`config.mk`:
```
export PLATFORM = sky130hd
export DESIGN_NAME = thermal_fan_speed_ladder_core
export DESIGN_NICKNAME = d
export VERILOG_FILES = /design/src/design/tfsl_pkg.sv /design/src/design/thermal_fan_speed_ladder_core.sv /design/src/design/tfsl_ladder.sv
export SDC_FILE = /design/constraint.sdc
export NUM_CORES = 1
export LEC_CHECK = 0
export ABC_AREA = 1
export BUFFER_PORTS_ARGS = -buffer_cell sky130_fd_sc_hd__buf_2
export CORE_UTILIZATION = 38
export CTS_BUF_LIST = sky130_fd_sc_hd__clkbuf_2
export DETAILED_ROUTE_END_ITERATION = 16
export PLACE_DENSITY = 0.54
export SYNTH_ARGS = -nofsm -noshare
export SYNTH_HDL_FRONTEND = slang
export SYNTH_HIERARCHICAL = 1
export SYNTH_SLANG_ARGS = --single-unit
```
`constraint.sdc`:
```
create_clock -name clk_i -period 9.8 [get_ports clk_i]
set_input_delay 1.96 -clock clk_i [delete_from_list [all_inputs] [get_ports clk_i]]
set_output_delay 1.96 -clock clk_i [all_outputs]
set_load 0.005 [all_outputs]
```
`src/design/tfsl_pkg.sv`:
```
package tfsl_pkg;

  // Field widths of the word on each channel.
  localparam int unsigned TempW   = 19;
  localparam int unsigned ThrW    = 18;
  localparam int unsigned PctW    = 7;
  localparam int unsigned MaskW   = 5;
  localparam int unsigned CfgIdxW = 3;

  // Default number of fans whose failure bits count.
  localparam int unsigned NumFansDef = 5;

  // Duty steps of the ladders.
  localparam logic [PctW-1:0] PctFull = 7'd100;
  localparam logic [PctW-1:0] PctHigh = 7'd80;
  localparam logic [PctW-1:0] PctMid  = 7'd65;
  localparam logic [PctW-1:0] PctLow  = 7'd40;

  // Threshold reset values in millidegrees.
  localparam logic [ThrW-1:0] RiseFullRst = 18'd57500;
  localparam logic [ThrW-1:0] RiseHighRst = 18'd53000;
  localparam logic [ThrW-1:0] RiseMidRst  = 18'd49500;
  localparam logic [ThrW-1:0] FallHighRst = 18'd52700;
  localparam logic [ThrW-1:0] FallMidRst  = 18'd47700;
  localparam logic [ThrW-1:0] FallLowRst  = 18'd42700;

  // Configuration register indexes.
  typedef enum logic [CfgIdxW-1:0] {
    RegRiseFull = 3'd0,
    RegRiseHigh = 3'd1,
    RegRiseMid  = 3'd2,
    RegFallHigh = 3'd3,
    RegFallMid  = 3'd4,
    RegFallLow  = 3'd5
  } cfg_idx_e;

  // All six thresholds as one bundle.
  typedef struct packed {
    logic [ThrW-1:0] rise_full;
    logic [ThrW-1:0] rise_high;
    logic [ThrW-1:0] rise_mid;
    logic [ThrW-1:0] fall_high;
    logic [ThrW-1:0] fall_mid;
    logic [ThrW-1:0] fall_low;
  } thr_t;

  // Stored state seen by the decision logic.
  typedef struct packed {
    logic signed [TempW-1:0] temp;
    logic [PctW-1:0]         pct;
  } fan_state_t;

  // Outcome of one reading set.
  typedef struct packed {
    logic                    emit;
    logic [PctW-1:0]         pct;
    logic signed [TempW-1:0] avg;
  } decision_t;

endpackage

```
`src/design/thermal_fan_speed_ladder_core.sv`:
```
// Fan speed controller driven by pairs of temperature readings.
//
// Input channel: in_valid_i with the two sensor readings, the failed-fan mask
// and a readings-valid flag; a word is taken when in_valid_i is high and
// in_stall_o is low. Output channel: out_valid_o with fan_percent_o; a word
// leaves when out_valid_o is high and out_stall_i is low. A reading set
// produces a word only when it changes the fan speed.
//
// A word passes from the input register through the averaging and ladder
// compare to the result register, which drives out_valid_o and also
// updates the stored temperature and speed. One word is taken every cycle
// unless a result word waits on a stalled receiver; the state feedback
// around the result register sets that rate. While the receiver stalls,
// the result register holds its word, the input register still takes one
// more word, and words that cause no result keep draining through. At
// reset the thresholds return to their defaults, the stored temperature and
// speed clear to zero, and both channels go empty. Configuration writes are
// registered and must be made while no word is in flight.
module thermal_fan_speed_ladder_core
  import tfsl_pkg::*;
#(
  parameter int unsigned NUM_FANS = NumFansDef
) (
  input  logic                    clk_i,
  input  logic                    rst_ni,
  // Configuration write port
  input  logic                    cfg_we_i,
  input  logic [CfgIdxW-1:0]      cfg_idx_i,
  input  logic [ThrW-1:0]         cfg_data_i,
  // Input channel
  input  logic                    in_valid_i,
  output logic                    in_stall_o,
  input  logic signed [TempW-1:0] sensor_a_millideg_i,
  input  logic signed [TempW-1:0] sensor_b_millideg_i,
  input  logic [MaskW-1:0]        fan_failed_mask_i,
  input  logic                    readings_valid_i,
  // Output channel
  output logic                    out_valid_o,
  input  logic                    out_stall_i,
  output logic [PctW-1:0]         fan_percent_o
);

  thr_t                    thr_q;
  logic                    s1_vld_q;
  logic signed [TempW-1:0] s1_a_q;
  logic signed [TempW-1:0] s1_b_q;
  logic [MaskW-1:0]        s1_mask_q;
  logic [MaskW-1:0]        fan_en;
  logic                    fan_fail;
  fan_state_t              state_q;
  decision_t               dec;
  logic                    out_vld_q;
  logic [PctW-1:0]         out_pct_q;
  logic                    out_free;
  logic                    s1_adv;
  logic                    in_acc;
  logic                    load_out;

  // Threshold registers.
  always_ff @(posedge clk_i or negedge rst_ni) begin
    if (!rst_ni) begin
      thr_q.rise_full <= RiseFullRst;
      thr_q.rise_high <= RiseHighRst;
      thr_q.rise_mid  <= RiseMidRst;
      thr_q.fall_high <= FallHighRst;
      thr_q.fall_mid  <= FallMidRst;
      thr_q.fall_low  <= FallLowRst;
    end else if (cfg_we_i) begin
      unique case (cfg_idx_i)
        RegRiseFull: thr_q.rise_full <= cfg_data_i;
        RegRiseHigh: thr_q.rise_high <= cfg_data_i;
        RegRiseMid:  thr_q.rise_mid  <= cfg_data_i;
        RegFallHigh: thr_q.fall_high <= cfg_data_i;
        RegFallMid:  thr_q.fall_mid  <= cfg_data_i;
        RegFallLow:  thr_q.fall_low  <= cfg_data_i;
        default: ;
      endcase
    end
  end

  // Handshake: the input register moves on when its word makes no result
  // or when the result register can take one.
  assign out_free   = !out_vld_q || !out_stall_i;
  assign s1_adv     = s1_vld_q && (out_free || !dec.emit);
  assign in_stall_o = s1_vld_q && !s1_adv;
  assign in_acc     = in_valid_i && !in_stall_o;
  assign load_out   = s1_vld_q && dec.emit && out_free;

  // Input register; invalid readings are taken and dropped here.
  always_ff @(posedge clk_i or negedge rst_ni) begin
    if (!rst_ni) begin
      s1_vld_q <= 1'b0;
    end else if (in_acc) begin
      s1_vld_q <= readings_valid_i;
    end else if (s1_adv) begin
      s1_vld_q <= 1'b0;
    end
  end

  always_ff @(posedge clk_i) begin
    if (in_acc) begin
      s1_a_q    <= sensor_a_millideg_i;
      s1_b_q    <= sensor_b_millideg_i;
      s1_mask_q <= fan_failed_mask_i;
    end
  end

  // Only the fans that are fitted count toward a failure.
  for (genvar i = 0; i < MaskW; i++) begin : g_fan_en
    assign fan_en[i] = (i < NUM_FANS);
  end
  assign fan_fail = |(s1_mask_q & fan_en);

  tfsl_ladder u_ladder (
    .sensor_a_i (s1_a_q),
    .sensor_b_i (s1_b_q),
    .fan_fail_i (fan_fail),
    .state_i    (state_q),
    .thr_i      (thr_q),
    .dec_o      (dec)
  );

  // Stored state and result register update together.
  always_ff @(posedge clk_i or negedge rst_ni) begin
    if (!rst_ni) begin
      state_q.temp <= '0;
      state_q.pct  <= '0;
      out_vld_q    <= 1'b0;
    end else begin
      if (load_out) begin
        state_q.temp <= dec.avg;
        state_q.pct  <= dec.pct;
        out_vld_q    <= 1'b1;
      end else if (!out_stall_i) begin
        out_vld_q    <= 1'b0;
      end
    end
  end

  always_ff @(posedge clk_i) begin
    if (load_out) begin
      out_pct_q <= dec.pct;
    end
  end

  assign out_valid_o   = out_vld_q;
  assign fan_percent_o = out_pct_q;

  // A pending word always carries one of the ladder steps.
  a_pct_step: assert property (@(posedge clk_i) disable iff (!rst_ni)
    out_vld_q |-> (out_pct_q == PctFull || out_pct_q == PctHigh ||
                   out_pct_q == PctMid || out_pct_q == PctLow))
    else $error("result word is not a ladder step");

  // The stored speed tracks the last word sent.
  a_state_match: assert property (@(posedge clk_i) disable iff (!rst_ni)
    out_vld_q |-> (state_q.pct == out_pct_q))
    else $error("stored speed differs from result word");

  // A result is never loaded over a stalled pending word.
  a_no_overwrite: assert property (@(posedge clk_i) disable iff (!rst_ni)
    (out_vld_q && out_stall_i) |-> !load_out)
    else $error("result register overwritten while stalled");

  // The input only stalls behind a word that waits for the result register.
  a_stall_cause: assert property (@(posedge clk_i) disable iff (!rst_ni)
    in_stall_o |-> (s1_vld_q && dec.emit && out_vld_q))
    else $error("input stalled without a blocked result");

endmodule

```
`src/design/tfsl_ladder.sv`:
```
module tfsl_ladder
  import tfsl_pkg::*;
(
  input  logic signed [TempW-1:0] sensor_a_i,
  input  logic signed [TempW-1:0] sensor_b_i,
  input  logic                    fan_fail_i,
  input  fan_state_t              state_i,
  input  thr_t                    thr_i,
  output decision_t               dec_o
);

  logic signed [TempW:0]   sum;
  logic signed [TempW:0]   sum_adj;
  logic signed [TempW-1:0] avg;
  logic [PctW-1:0]         rise_pct;
  logic [PctW-1:0]         fall_pct;
  logic [PctW-1:0]         pct;
  logic                    active;

  // Average of the two readings, rounded toward zero.
  assign sum     = {sensor_a_i[TempW-1], sensor_a_i} + {sensor_b_i[TempW-1], sensor_b_i};
  assign sum_adj = sum + {{TempW{1'b0}}, sum[TempW]};
  assign avg     = sum_adj[TempW:1];

  // Rising ladder, tested from the top step down.
  always_comb begin
    priority if (avg >= $signed({1'b0, thr_i.rise_full})) begin
      rise_pct = PctFull;
    end else if (avg >= $signed({1'b0, thr_i.rise_high})) begin
      rise_pct = PctHigh;
    end else if (avg >= $signed({1'b0, thr_i.rise_mid})) begin
      rise_pct = PctMid;
    end else begin
      rise_pct = PctLow;
    end
  end

  // Falling ladder, tested from the bottom step up.
  always_comb begin
    priority if (avg <= $signed({1'b0, thr_i.fall_low})) begin
      fall_pct = PctLow;
    end else if (avg <= $signed({1'b0, thr_i.fall_mid})) begin
      fall_pct = PctMid;
    end else if (avg <= $signed({1'b0, thr_i.fall_high})) begin
      fall_pct = PctHigh;
    end else begin
      fall_pct = PctFull;
    end
  end

  // A failed fan forces full speed; an unchanged average does nothing.
  always_comb begin
    priority if (fan_fail_i) begin
      active = 1'b1;
      pct    = PctFull;
    end else if (avg == state_i.temp) begin
      active = 1'b0;
      pct    = state_i.pct;
    end else if (avg > state_i.temp) begin
      active = 1'b1;
      pct    = rise_pct;
    end else begin
      active = 1'b1;
      pct    = fall_pct;
    end
  end

  assign dec_o.emit = active && (pct != state_i.pct);
  assign dec_o.pct  = pct;
  assign dec_o.avg  = avg;

endmodule
```
## Word-level counts from Yosys, hierarchy flattened

Index checks and enable logic that the tools add are counted.

| word-level totals | value |
|---|---|
| bits in registers | 186 |
| input bits | 70 |
| output and inout bits | 9 |
| logic and storage cells | 68 |

| operators by class | value |
|---|---|
| add/subtract/negate cells | 2 |
| magnitude comparators | 7 |
| equal/unequal tests | 8 |
| multiplexer cells | 15 |
| reductions and logical operators | 22 |

Operators with widths:

| cell | count |
|---|---|
| greater-or-equal comparator 19 bit | 3 |
| <= comparator 19 bit | 3 |
| 2-to-1 mux 7 bit | 8 |
| adder 19 x 19 -> 20 bit | 1 |
| adder 20 x 1 -> 20 bit | 1 |
| equality test 19 bit | 1 |
| greater-than comparator 19 bit | 1 |
| AND reduction 2 bit | 6 |
| inequality test 7 bit | 1 |
| equality test 3 x 2 -> 1 bit, second input constant | 2 |
| equality test 3 bit, second input constant | 2 |
| logical AND 1 bit | 6 |
| 2-to-1 mux 1 bit | 6 |
| 2-to-1 mux 6 bit | 1 |
| zero test 1 bit | 5 |
| OR reduction 5 bit | 1 |
| equality test 3 x 1 -> 1 bit, second input constant | 1 |
| zero test 3 bit | 1 |
| logical OR 1 bit | 2 |
| inequality test 2 x 1 -> 1 bit, second input constant | 1 |
| nonzero test 2 bit | 1 |

## Depth between registers and ports, before layout

Gate-level depths: netlist of the first run.

| depth | value |
|---|---|
| depth after elaboration | 19 |
| mapped depth | 50 |
| depth with buffers taken out | 49 |

## Cells and area by module

The synthesis of the first run kept the hierarchy.

Modules (own cells, without submodules):

| module | instances | cells each | area an instance (sq um) | sequential area each (sq um) |
|---|---|---|---|---|
| thermal_fan_speed_ladder_core | 1 | 611 | 6,804.0 | 4,963.5 |
| tfsl_ladder | 1 | 985 | 5,531.6 | 0.0 |

## Worst setup path after synthesis of the first run

No wires, ideal clock.

| timing path | value |
|---|---|
| path kind | reg2reg |
| start point | register s1_a_q[10] |
| end point | register s1_a_q[0] (enable) |
| library setup time | 0.443 ns |
| arrival time | 6.716 ns |
| data required time | 9.357 ns |
| slack | 2.640 ns |
| cell stages (with the launch flop) | 40 |
| buffers on the path | 0 |
| period minus slack after synthesis | 7.160 ns |
| cells stage by stage | edfxtp_1 ha_1 nand2_1 nor2_1 nand2_1 nand3b_1 nand4_1 nand3_1 inv_1 ha_1 nand3_1 nor2_1 inv_1 nor2_1 nand4_1 nor2_1 nand4_1 xor2_1 [4 not listed] clkinv_1 nand4_1 nand4_1 nand3_1 nand2_1 a21oi_2 nand2_1 o21ai_0 inv_1 nand2_2 nand2_2 nand2_1 nand3_1 nor2_1 nand2_1 nand2_1 nor2_1 nor2_1 |

RTL lines:

| element | RTL line | RTL |
|---|---|---|
| from (decl) | thermal_fan_speed_ladder_core.sv:45 | `logic signed [TempW-1:0] s1_a_q;` |
| from (signal assigned) | thermal_fan_speed_ladder_core.sv:102 | `s1_a_q <= sensor_a_millideg_i;` |

==> run metrics, run 1 <==
status=finished clean; Final Max Slew Viols=0; max frequency=114.7 MHz; final clock skew=around 0.055 ns; first-pass GRT wire length=50580 um; vias in the first global route=approximately 9600; vias per cell=roughly 4.8; largest net degree at the start of global routing=76; Distinct cells, synth=44; Top FF cell, synth=dfrtp_1; Critical Path RT=between 7 and 8 ns; DP HPWL=23000 um; io pins=79; Worst Hold Slack=0.4825 ns; share of layout cells above drive strength 1=roughly 12%; crit start category=register; synthesized area per cell=7.729 sq um; cells after synthesis=1596; Post-synth EDFFs=50; row count=65; fin nets=1888; crit path kind=reg2out; Slowest-stage cell, CP=edfxtp_1; core area=0.03172 sq mm; # hold bufs at CTS=0; Die Width=~180 um; Die ar.=0.03319 sq mm; total wire length=30760 um; initial antenna violation count=2; sequential fraction of the synthesis area=40.24%; CP delay by family, top=simple AND/OR/NAND/NOR gates; peak supply drop=between 0.00007 and 0.00008 V; Slew @ Worst Pin=1.153 ns; worst path buffer plus inverter count=5; ANT nets after route=0; Arrival @ worst endpoint=6.76 ns; Clock Latency Late Sink=0.80 ns; Tcrit/Tclk final=roughly nine tenths; crit end category=output port; Setup WS pre-CTS=around 1.6 ns; LEAKAGE=7.118 nW; Clock Sinks=186; # DRC=0; placed cell areas=~0.013 sq mm; Final Cell Area=about 0.013 sq mm; synth top area cells=dfrtp_1, nand2_1, ha_1, edfxtp_1, dfstp_2; RSZ-0062 raised after global routing=false; most frequent CP cell=nand2_1; total number of vias=10060; synthesized area=0.01234 sq mm; area occupied by multi-input gates=0.006241 sq mm; Pwr Density=202.6 mW/mm^2; final setup violating endpoints=0; TritonCTS Buffers=17; CTS H-tree depth=4; Worst path max stage delay=0.44 ns; fillcell total=3238; Root Driver=clkbuf_2; largest area contributor in the netlist=dfrtp_1; synthesized net count=1814; Layout area overhead=9.088%; CTS Buffer Depth=2; most common cell after layout, fill and taps aside=nand2_1; area share of the largest cell type after synthesis=between 10% and 20%; synthesized flop and latch total=approximately 190; Clock transition at path regs=about 0.29 ns; initial core utilization=38.89%; WL/cell=roughly 15 um; Global Route Usage Sum=approximately a fifth; leading cell types in the layout, fill and taps excluded=nand2_1, inv_1, ha_1; GPL Wtd Cong=0.8681; FF+latch area=between 0.004 and 0.005 sq mm; R2R setup slack=2.31 ns; max_cap viols=0; Hold Path Class=reg2reg; final hold vios=0; final worst-path setup slack=1.083 ns; asr flop ratio synth=73.12%; critical-path maximum fanout=5; Tot Pwr=between 2 and 3 mW; # port buffers=78; 1st-pass router iterations=5; die height=approximately 180 um; grt total ovfl=0; CTS tree=built; Total Neg Setup Slack=0 ns; Iter 0 DRT Violations=a little under 600; normalized max-slew margin=23.02%; Synth warnings=6; Final min period=just under 9 ns
-- worst paths after layout --
path	to	start	cells past startpoint
worst max-delay path	in_stall_o	s1_a_q[10]	39
worst min-delay path	thr_q[39]	thr_q[39]	2
worst max register to register	fan_percent_o[4]	s1_a_q[10]	39
worst min register to register	thr_q[39]	thr_q[39]	2
max in group asynchronous	state_q[19]	rst_ni	2
min in group asynchronous	thr_q[84]	rst_ni	1
-- cells in the mapped netlist (all sizes together), types with 10 or more instances --
cell and n:
buf 22, inv 277, dfrtp 89, nor2 81
edfxtp 50, dfstp 47, nand2 557, a21oi 55
ha 147, o21ai 79, nand4 49, xor2 10
nand3 73
-- logic make-up after synthesis --
group,Yosys count,synth area share (%)
AO/OA/AOI/OAI,153,6.664
XOR/XNOR,16,1.136
AND/OR/NAND/NOR,785,27.08
flip-flops,186,40.24
adder cells (fa/ha/maj),148,15.07
buffers and inverters,308,9.808
-- registers in the layout, summed over array words and instances, names as in the netlist --
| register | count |
|---|---|
| fan_percent_o | 7 |
| s1_b_q | 19 |
| state_q | 26 |
| s1_vld_q | 1 |
| thr_q | 108 |
| s1_a_q | 19 |
| out_valid_o | 1 |
| s1_mask_q | 5 |
-- stage by stage --
| step | std cells | util [%] |
|---|---|---|
| 2_1_floorplan | 1596 | - |
| 3_3_place_gp | 2052 | 41.35 |
| 3_5_place_dp | 2052 | 41.35 |
| 4_1_cts | 2084 | 42.16 |
| 5_1_grt | 2087 | 42.43 |
| 6_report | 2087 | 42.43 |
-- where the power goes --
group	total, mW	leakage (nW)	switching (mW)	internal [mW]
registers	1.05	2.09	0.0778	0.973
logic	1.24	4.87	0.797	0.444
clock network	0.435	0.164	0.287	0.148
total	2.73	7.12	1.16	1.56
-- worst register-to-register path: cells and delay by family, from the launching register on --
kind	cells	cell delay, ns
xor gates and xnor gates	1	0.27
DFF	1	0.44
adders and majority gates	3	0.83
buffers and inverters	5	1.26
AOI/OAI and AO/OA	2	0.33
and+or+nand+nor	28	3.82
-- cell type report --
| cell class | count | share of cell area (%) |
|---|---|---|
| Multi-Input combinational cell | 1102 | 46.38 |
| Sequential cell | 186 | 36.89 |
| Inverter | 280 | 7.810 |
| Tap cell | 402 | 3.738 |
| Timing Repair Buffer | 83 | 3.226 |
| Clock inverter | 13 | 1.218 |
| Clock buffer | 19 | 0.7066 |
| Antenna cell | 2 | 0.03719 |
-- timing repair --
action / CTS / global route
resized for setup: 0 / 11
hold endpoints to repair: 0 / 0
endpoints found under the setup margin: 0 / 1
buffers inserted: 0 / 1
-- layer usage --
| layer | vias to the layer above | track usage [%] | routed length (um) |
|---|---|---|---|
| met1 | 4617 | 28.27 | 16020 |
| met3 | 33 | 2.375 | 805 |
| met2 | 153 | 30.11 | 13490 |
| li1 | 5253 | - | - |
| met5 | - | 0 | 0 |
| met4 | 0 | 5.345 | 439 |
Note: power is estimated with default switching activity, not from simulation.
==> run 2, diff against run 1 <==
--- a/config.mk
+++ b/config.mk
@@ -7,6 +7,7 @@
 export LEC_CHECK = 0
 export ABC_AREA = 1
 export BUFFER_PORTS_ARGS = -buffer_cell sky130_fd_sc_hd__buf_2
+export CORE_ASPECT_RATIO = 1.75
 export CORE_UTILIZATION = 38
 export CTS_BUF_LIST = sky130_fd_sc_hd__clkbuf_2
 export DETAILED_ROUTE_END_ITERATION = 16
==> run 2 against run 1 <==
Compared with the run above: the flow now finishes with violations (design-rule violations); clock power is 11% lower; global-route usage is 2.6 points higher; routed wire length is 13% higher; critical endpoint unchanged.
==> run metrics, run 2 (synthesis results as in run 1) <==
CTS tree=built; post-CTS setup-driven buffer insertion count=0 (unchanged); vias per cell=5.014 (+4.1%); grt total ovfl=0 (unchanged); part of the power in the clock network=14.1% (-1.9 points); status=complete, but fails checks; Critical Path RT=7.84 ns (about the same); Int Power=1.517 mW (-3.1%); GPL Wtd Cong=0.9042 (+4.2%); crit start category=register; Die ar.=0.03321 sq mm (about the same); Slowest-stage cell, CP=xor2_1; Final min period=9.018 ns (+0.3003 ns); Pwr Density=204.0 mW/mm^2 (+0.69%); WL/cell=16.70 um (+13%); number of flip-flops in the largest register=108 (unchanged); largest registers=thr_q (108), state_q (26); Layout Utilization=42.12% (-0.31 points); # hold bufs at CTS=0 (unchanged); CTS Buffer Depth=2 (unchanged); RSZ-0062 raised after global routing=false; CTS-repair resized insts=0 (unchanged); core area=0.03174 sq mm (about the same); net switching power=1.211 mW (+4.2%); Gate power share=47.6% (+2.1 points); total number of vias=10460 (+4.0%); TritonCTS Buffers=17 (unchanged); crit end category=output port; row count=86 (+32%); Layout area overhead=8.388%; R2R depth=38 (-2.6%); peak supply drop=0.00008045 V (+6.5%); Die Width=138.2 um (-24%); Clock transition at path regs=0.27 ns (-0.02 ns); Clock Latency Late Sink=0.89 ns (+0.09 ns); initial core utilization=38.86% (about the same); Critical R2R Launch=s1_b_q[7]; Iter 0 DRT Violations=477 (-18%); vias in the first global route=10610 (+11%); switch share=44.39% (+1.8 points); leading cell types in the layout, fill and taps excluded=nand2_1, inv_1, ha_1; io pins=79 (unchanged); Reg power frac=38.3% (-0.2 points); max frequency=110.9 MHz (-3.3%); Worst Hold Slack=0.4807 ns (-0.001770 ns); Total Neg Setup Slack=0 ns (unchanged); initial antenna violation count=2 (unchanged); critical-path maximum fanout=11 (+6); Critical R2R Capture=s1_a_q[1]; Biggest register=thr_q; total wire length=34830 um (+13%); max_cap viols=0 (unchanged); crit path kind=reg2out; fin nets=1894 (+0.32%); final clock skew=0.05966 ns (+0.004871 ns); hold endpoint=thr_q[44]; final hold vios=0 (unchanged); FF+latch area=0.004964 sq mm (unchanged); Worst Hold Depth=2 (unchanged); # port buffers=78 (unchanged); Tcrit/Tclk final=92.02% (+3.1 points); ANT nets after route=0 (unchanged); die height=240.3 um (+32%); failing checks=design-rule violations; Root Driver=clkbuf_2; normalized max-slew margin=24.17% (+1.1 points); LEAKAGE=7.111 nW (-0.10%); CTS H-tree depth=4 (unchanged); Worst path max stage delay=0.62 ns (+0.18 ns); DP HPWL=27270 um (+19%); Arrival @ worst endpoint=7.06 ns (+0.30 ns); 1st-pass router iterations=13 (+8); share of layout cells above drive strength 1=12.08% (-0.22 points); # DRC=6 (+6); largest net degree at the start of global routing=70 (-7.9%); most common cell after layout, fill and taps aside=nand2_1; startpoint of the worst hold path=thr_q[44]; Hold Path Class=reg2reg; Global Route Usage Sum=21.93% (+2.6 points); fillcell total=3262 (+0.74%); final setup violating endpoints=0 (unchanged); R2R setup slack=2.73 ns (+0.42 ns); Final Max Slew Viols=0 (unchanged); area occupied by multi-input gates=0.006170 sq mm (-1.1%); Slew @ Worst Pin=1.136 ns (-0.01723 ns); first-pass GRT wire length=54120 um (+7.0%); most frequent CP cell=nand2_1; Clock Sinks=186 (unchanged)
run 2: cell types whose count changed in the layout (fill, tap and decap cells not counted), sizes merged:
cell,before,now
buf,83,89
bufinv,3,1
clkbuf,19,18
clkinv,8,10
clkinvlp,0,1
diode,2,1
run 2: stage by stage:
stage,cell area (sq um),total power [mW],setup slack (ns),std cells
5_1_grt,13370,2.977,0.002787,2086
4_1_cts,13370,2.756,0.6589,2085
2_1_floorplan,12340,1.940,2.640,1596
6_report,13370,2.727,0.7823,2086
3_3_place_gp,13160,2.328,1.844,2053
3_5_place_dp,13160,2.359,1.689,2053
run 2: how the worst max path moves through the flow:
| stage | from | endpoint | depth (start not counted) |
|---|---|---|---|
| after global placement | s1_a_q[18] | in_stall_o | 36 |
| after global routing | s1_a_q[9] | in_stall_o | 43 |
| after CTS | s1_a_q[18] | in_stall_o | 36 |
| after detailed placement | s1_a_q[18] | in_stall_o | 36 |
| final | s1_b_q[7] | in_stall_o | 36 |
| after floorplan | s1_a_q[10] | s1_a_q[0] | 39 |
run 2: final cells by class:
type                    count  share of cell area, %
clock buffers              18                 0.6738
inverters                 280                  7.861
flip-flops and latches    186                  37.12
well taps                 396                  3.706
clock inverters            14                 0.8890
diodes                      1                0.01872
multi-input cells        1102                  46.14
repair buffers             89                  3.584
run 2: power groups by stage:
stage	logic (mW)	registers, mW	clock network, mW
finish	1.30	1.05	0.385
global route	1.48	1.07	0.429
CTS	1.31	1.05	0.404
detailed placement	1.30	1.06	0
global placement	1.27	1.06	0
floorplan	0.896	1.04	0
run 2: routing by layer:
metal	track usage [%]	vias up	wire (um)	share of wire [%]
met5	0	-	10	0.029
met4	15.19	2	2218	6.4
met3	3.147	96	866	2.5
met2	45.16	219	19800	57
met1	19.20	4892	11940	34
li1	-	5250	-	-
run 2: worst max-delay path, delay by kind of cell, from the launching register on:
kind | cells | cell delay, ns
flip-flops | 1 | 0.43
buffers and inverters | 5 | 0.49
XOR/XNOR | 1 | 0.62
AO/OA/AOI/OAI | 2 | 0.37
AND/OR/NAND/NOR | 25 | 3.49
adder cells (fa/ha/maj) | 3 | 0.79
==> run 3, diff against run 2 <==
--- a/config.mk
+++ b/config.mk
@@ -8,10 +8,10 @@
 export ABC_AREA = 1
 export BUFFER_PORTS_ARGS = -buffer_cell sky130_fd_sc_hd__buf_2
 export CORE_ASPECT_RATIO = 1.75
-export CORE_UTILIZATION = 38
+export CORE_UTILIZATION = 50
 export CTS_BUF_LIST = sky130_fd_sc_hd__clkbuf_2
 export DETAILED_ROUTE_END_ITERATION = 16
-export PLACE_DENSITY = 0.54
+export PLACE_DENSITY = 0.68
 export SYNTH_ARGS = -nofsm -noshare
 export SYNTH_HDL_FRONTEND = slang
 export SYNTH_HIERARCHICAL = 1
==> run 3 against run 2 <==
Compared with the run above: the flow now finishes without violations; critical path type unchanged; die area down 24%; largest power group unchanged; first-iteration DRC count up 36%; setup slack worse by 0.043 ns; critical endpoint unchanged; sequential share of layout area up 0.30 points; global-route usage up 6.7 points.
==> run metrics, run 3 (synthesis results as in run 1) <==
critical-path maximum fanout=11 (unchanged); normalized max-slew margin=22.09% (-2.1 points); crit path kind=reg2out; total wire length=34500 um (-0.94%); Setup WS pre-CTS=1.768 ns (+0.07846 ns); core area=0.02412 sq mm (-24%); Worst Hold Slack=0.4840 ns (+0.003291 ns); Root Driver=clkbuf_2; Die ar.=0.02533 sq mm (-24%); Total Neg Setup Slack=0 ns (unchanged); Biggest register=thr_q; ANT nets after route=0 (unchanged); CTS tree=built; Critical Path Start=s1_b_q[5]; LEAKAGE=7.097 nW (-0.19%); Worst path max stage delay=0.68 ns (+0.06 ns); final worst-path setup slack=0.7392 ns (-0.04309 ns); most common cell after layout, fill and taps aside=nand2_1; Cells after DPL=1960 (-4.5%); largest registers=thr_q (108), state_q (26); initial antenna violation count=1 (-1); Arrival @ worst endpoint=7.10 ns (+0.04 ns); peak supply drop=0.0001168 V (+45%); WL/cell=17.30 um (+3.6%); final std cells w/o fill=1994 (-4.4%); crit end category=output port; grt total ovfl=0 (unchanged); Slew @ Worst Pin=1.167 ns (+0.03125 ns); total number of vias=10730 (+2.6%); first-pass GRT wire length=53700 um (-0.78%); post-CTS setup-driven buffer insertion count=0 (unchanged); CTS H-tree depth=4 (unchanged); Layout area overhead=7.506%; final clock skew=0.06476 ns (+0.005101 ns); share of layout cells above drive strength 1=11.94% (-0.14 points); largest net degree at the start of global routing=74 (+5.7%); max frequency=110.4 MHz (-0.48%); vias in the first global route=10860 (+2.3%); max_cap viols=0 (unchanged); startpoint of the worst hold path=thr_q[68]; leading cell types in the layout, fill and taps excluded=nand2_1, inv_1, ha_1; Tot Pwr=2.761 mW (+1.2%); Critical R2R Launch=s1_b_q[5]; TritonCTS Buffers=17 (unchanged); RSZ-0062 raised after global routing=false; final hold vios=0 (unchanged); row count=75 (-13%); fin nets=1889 (-0.26%); die height=209.8 um (-13%); # DRC=0 (-6); Pwr Density=208.2 mW/mm^2 (+2.0%); # port buffers=78 (unchanged); CTS-repair resized insts=0 (unchanged); crit start category=register; Clock Latency Late Sink=0.91 ns (+0.02 ns); 1st-pass router iterations=5 (-8); fillcell total=2340 (-28%); number of flip-flops in the largest register=108 (unchanged); Final min period=9.061 ns (+0.04309 ns); status=finished clean; Slowest-stage cell, CP=xor2_1; # hold bufs at CTS=0 (unchanged); final setup violating endpoints=0 (unchanged); vias per cell=5.380 (+7.3%); CTS Buffer Depth=2 (unchanged); GPL Wtd Cong=0.9662 (+6.9%); Final Cell Area=0.01326 sq mm (-0.81%); Critical Path RT=7.84 ns (about the same); Global Route Usage Sum=28.65% (+6.7 points); Clock Sinks=186 (unchanged); Hold Path Class=reg2reg; Iter 0 DRT Violations=647 (+36%); most frequent CP cell=nand2_1; Die Width=120.7 um (-13%); io pins=79 (unchanged); placed cell areas=0.01301 sq mm (-1.1%); DP HPWL=26790 um (-1.7%); Layout Utilization=54.99% (+13 points); Clock transition at path regs=0.26 ns (about the same); Tcrit/Tclk final=92.46% (+0.44 points); Final Max Slew Viols=0 (unchanged); initial core utilization=51.15% (+12 points)
==> run 3: changes by cell type in the layout (fill, tap and decap cells not counted), sizes merged <==
cell and change:
clkbuf -1, diode +1, buf -5, clkinv -3
inv +4
==> run 3: layout make-up <==
class	count	area [sq um]	area share (%)
Clock inverter	15	152.6	1.151
Sequential cell	186	4964	37.43
Clock buffer	17	85.08	0.6416
Timing Repair Buffer	84	441.7	3.330
Tap cell	308	385.4	2.906
Multi-Input combinational cell	1102	6177	46.58
Inverter	280	1051	7.925
Antenna cell	2	5.005	0.03774
==> run 3: final timing paths <==
kind                                         end  slack, ns  cells past startpoint
worst max register to register  fan_percent_o[5]       2.71                     34
worst min-delay path                   thr_q[68]       0.48                      2
worst max-delay path                  in_stall_o       0.74                     34
min in group asynchronous              thr_q[99]       1.02                      1
worst min register to register         thr_q[68]       0.48                      2
max in group asynchronous              thr_q[88]       7.38                      2
==> run 3: report_power, final <==
| group | leakage, nW | switching (mW) | internal, mW | total (mW) |
|---|---|---|---|---|
| Clock | 0.145 | 0.305 | 0.104 | 0.409 |
| Combinational | 4.86 | 0.857 | 0.445 | 1.30 |
| Sequential | 2.09 | 0.0773 | 0.972 | 1.05 |
| Total | 7.10 | 1.24 | 1.52 | 2.76 |
==> run 3: critical path, delay by kind of cell, from the launching register on <==
family | cells | cell delay, ns
XOR/XNOR | 1 | 0.68
flip-flops | 1 | 0.43
AO/OA/AOI/OAI | 1 | 0.20
AND/OR/NAND/NOR | 26 | 3.75
adder cells (fa/ha/maj) | 3 | 0.83
buffers and inverters | 3 | 0.32
==> run 3: metal layers <==
metal,GRT usage [%],routed length [um],vias up
met4,24.01,3042,0
met2,54.42,18880,300
met1,25.48,11350,5054
met3,5.027,1227,129
met5,0,0,-
li1,-,-,5245
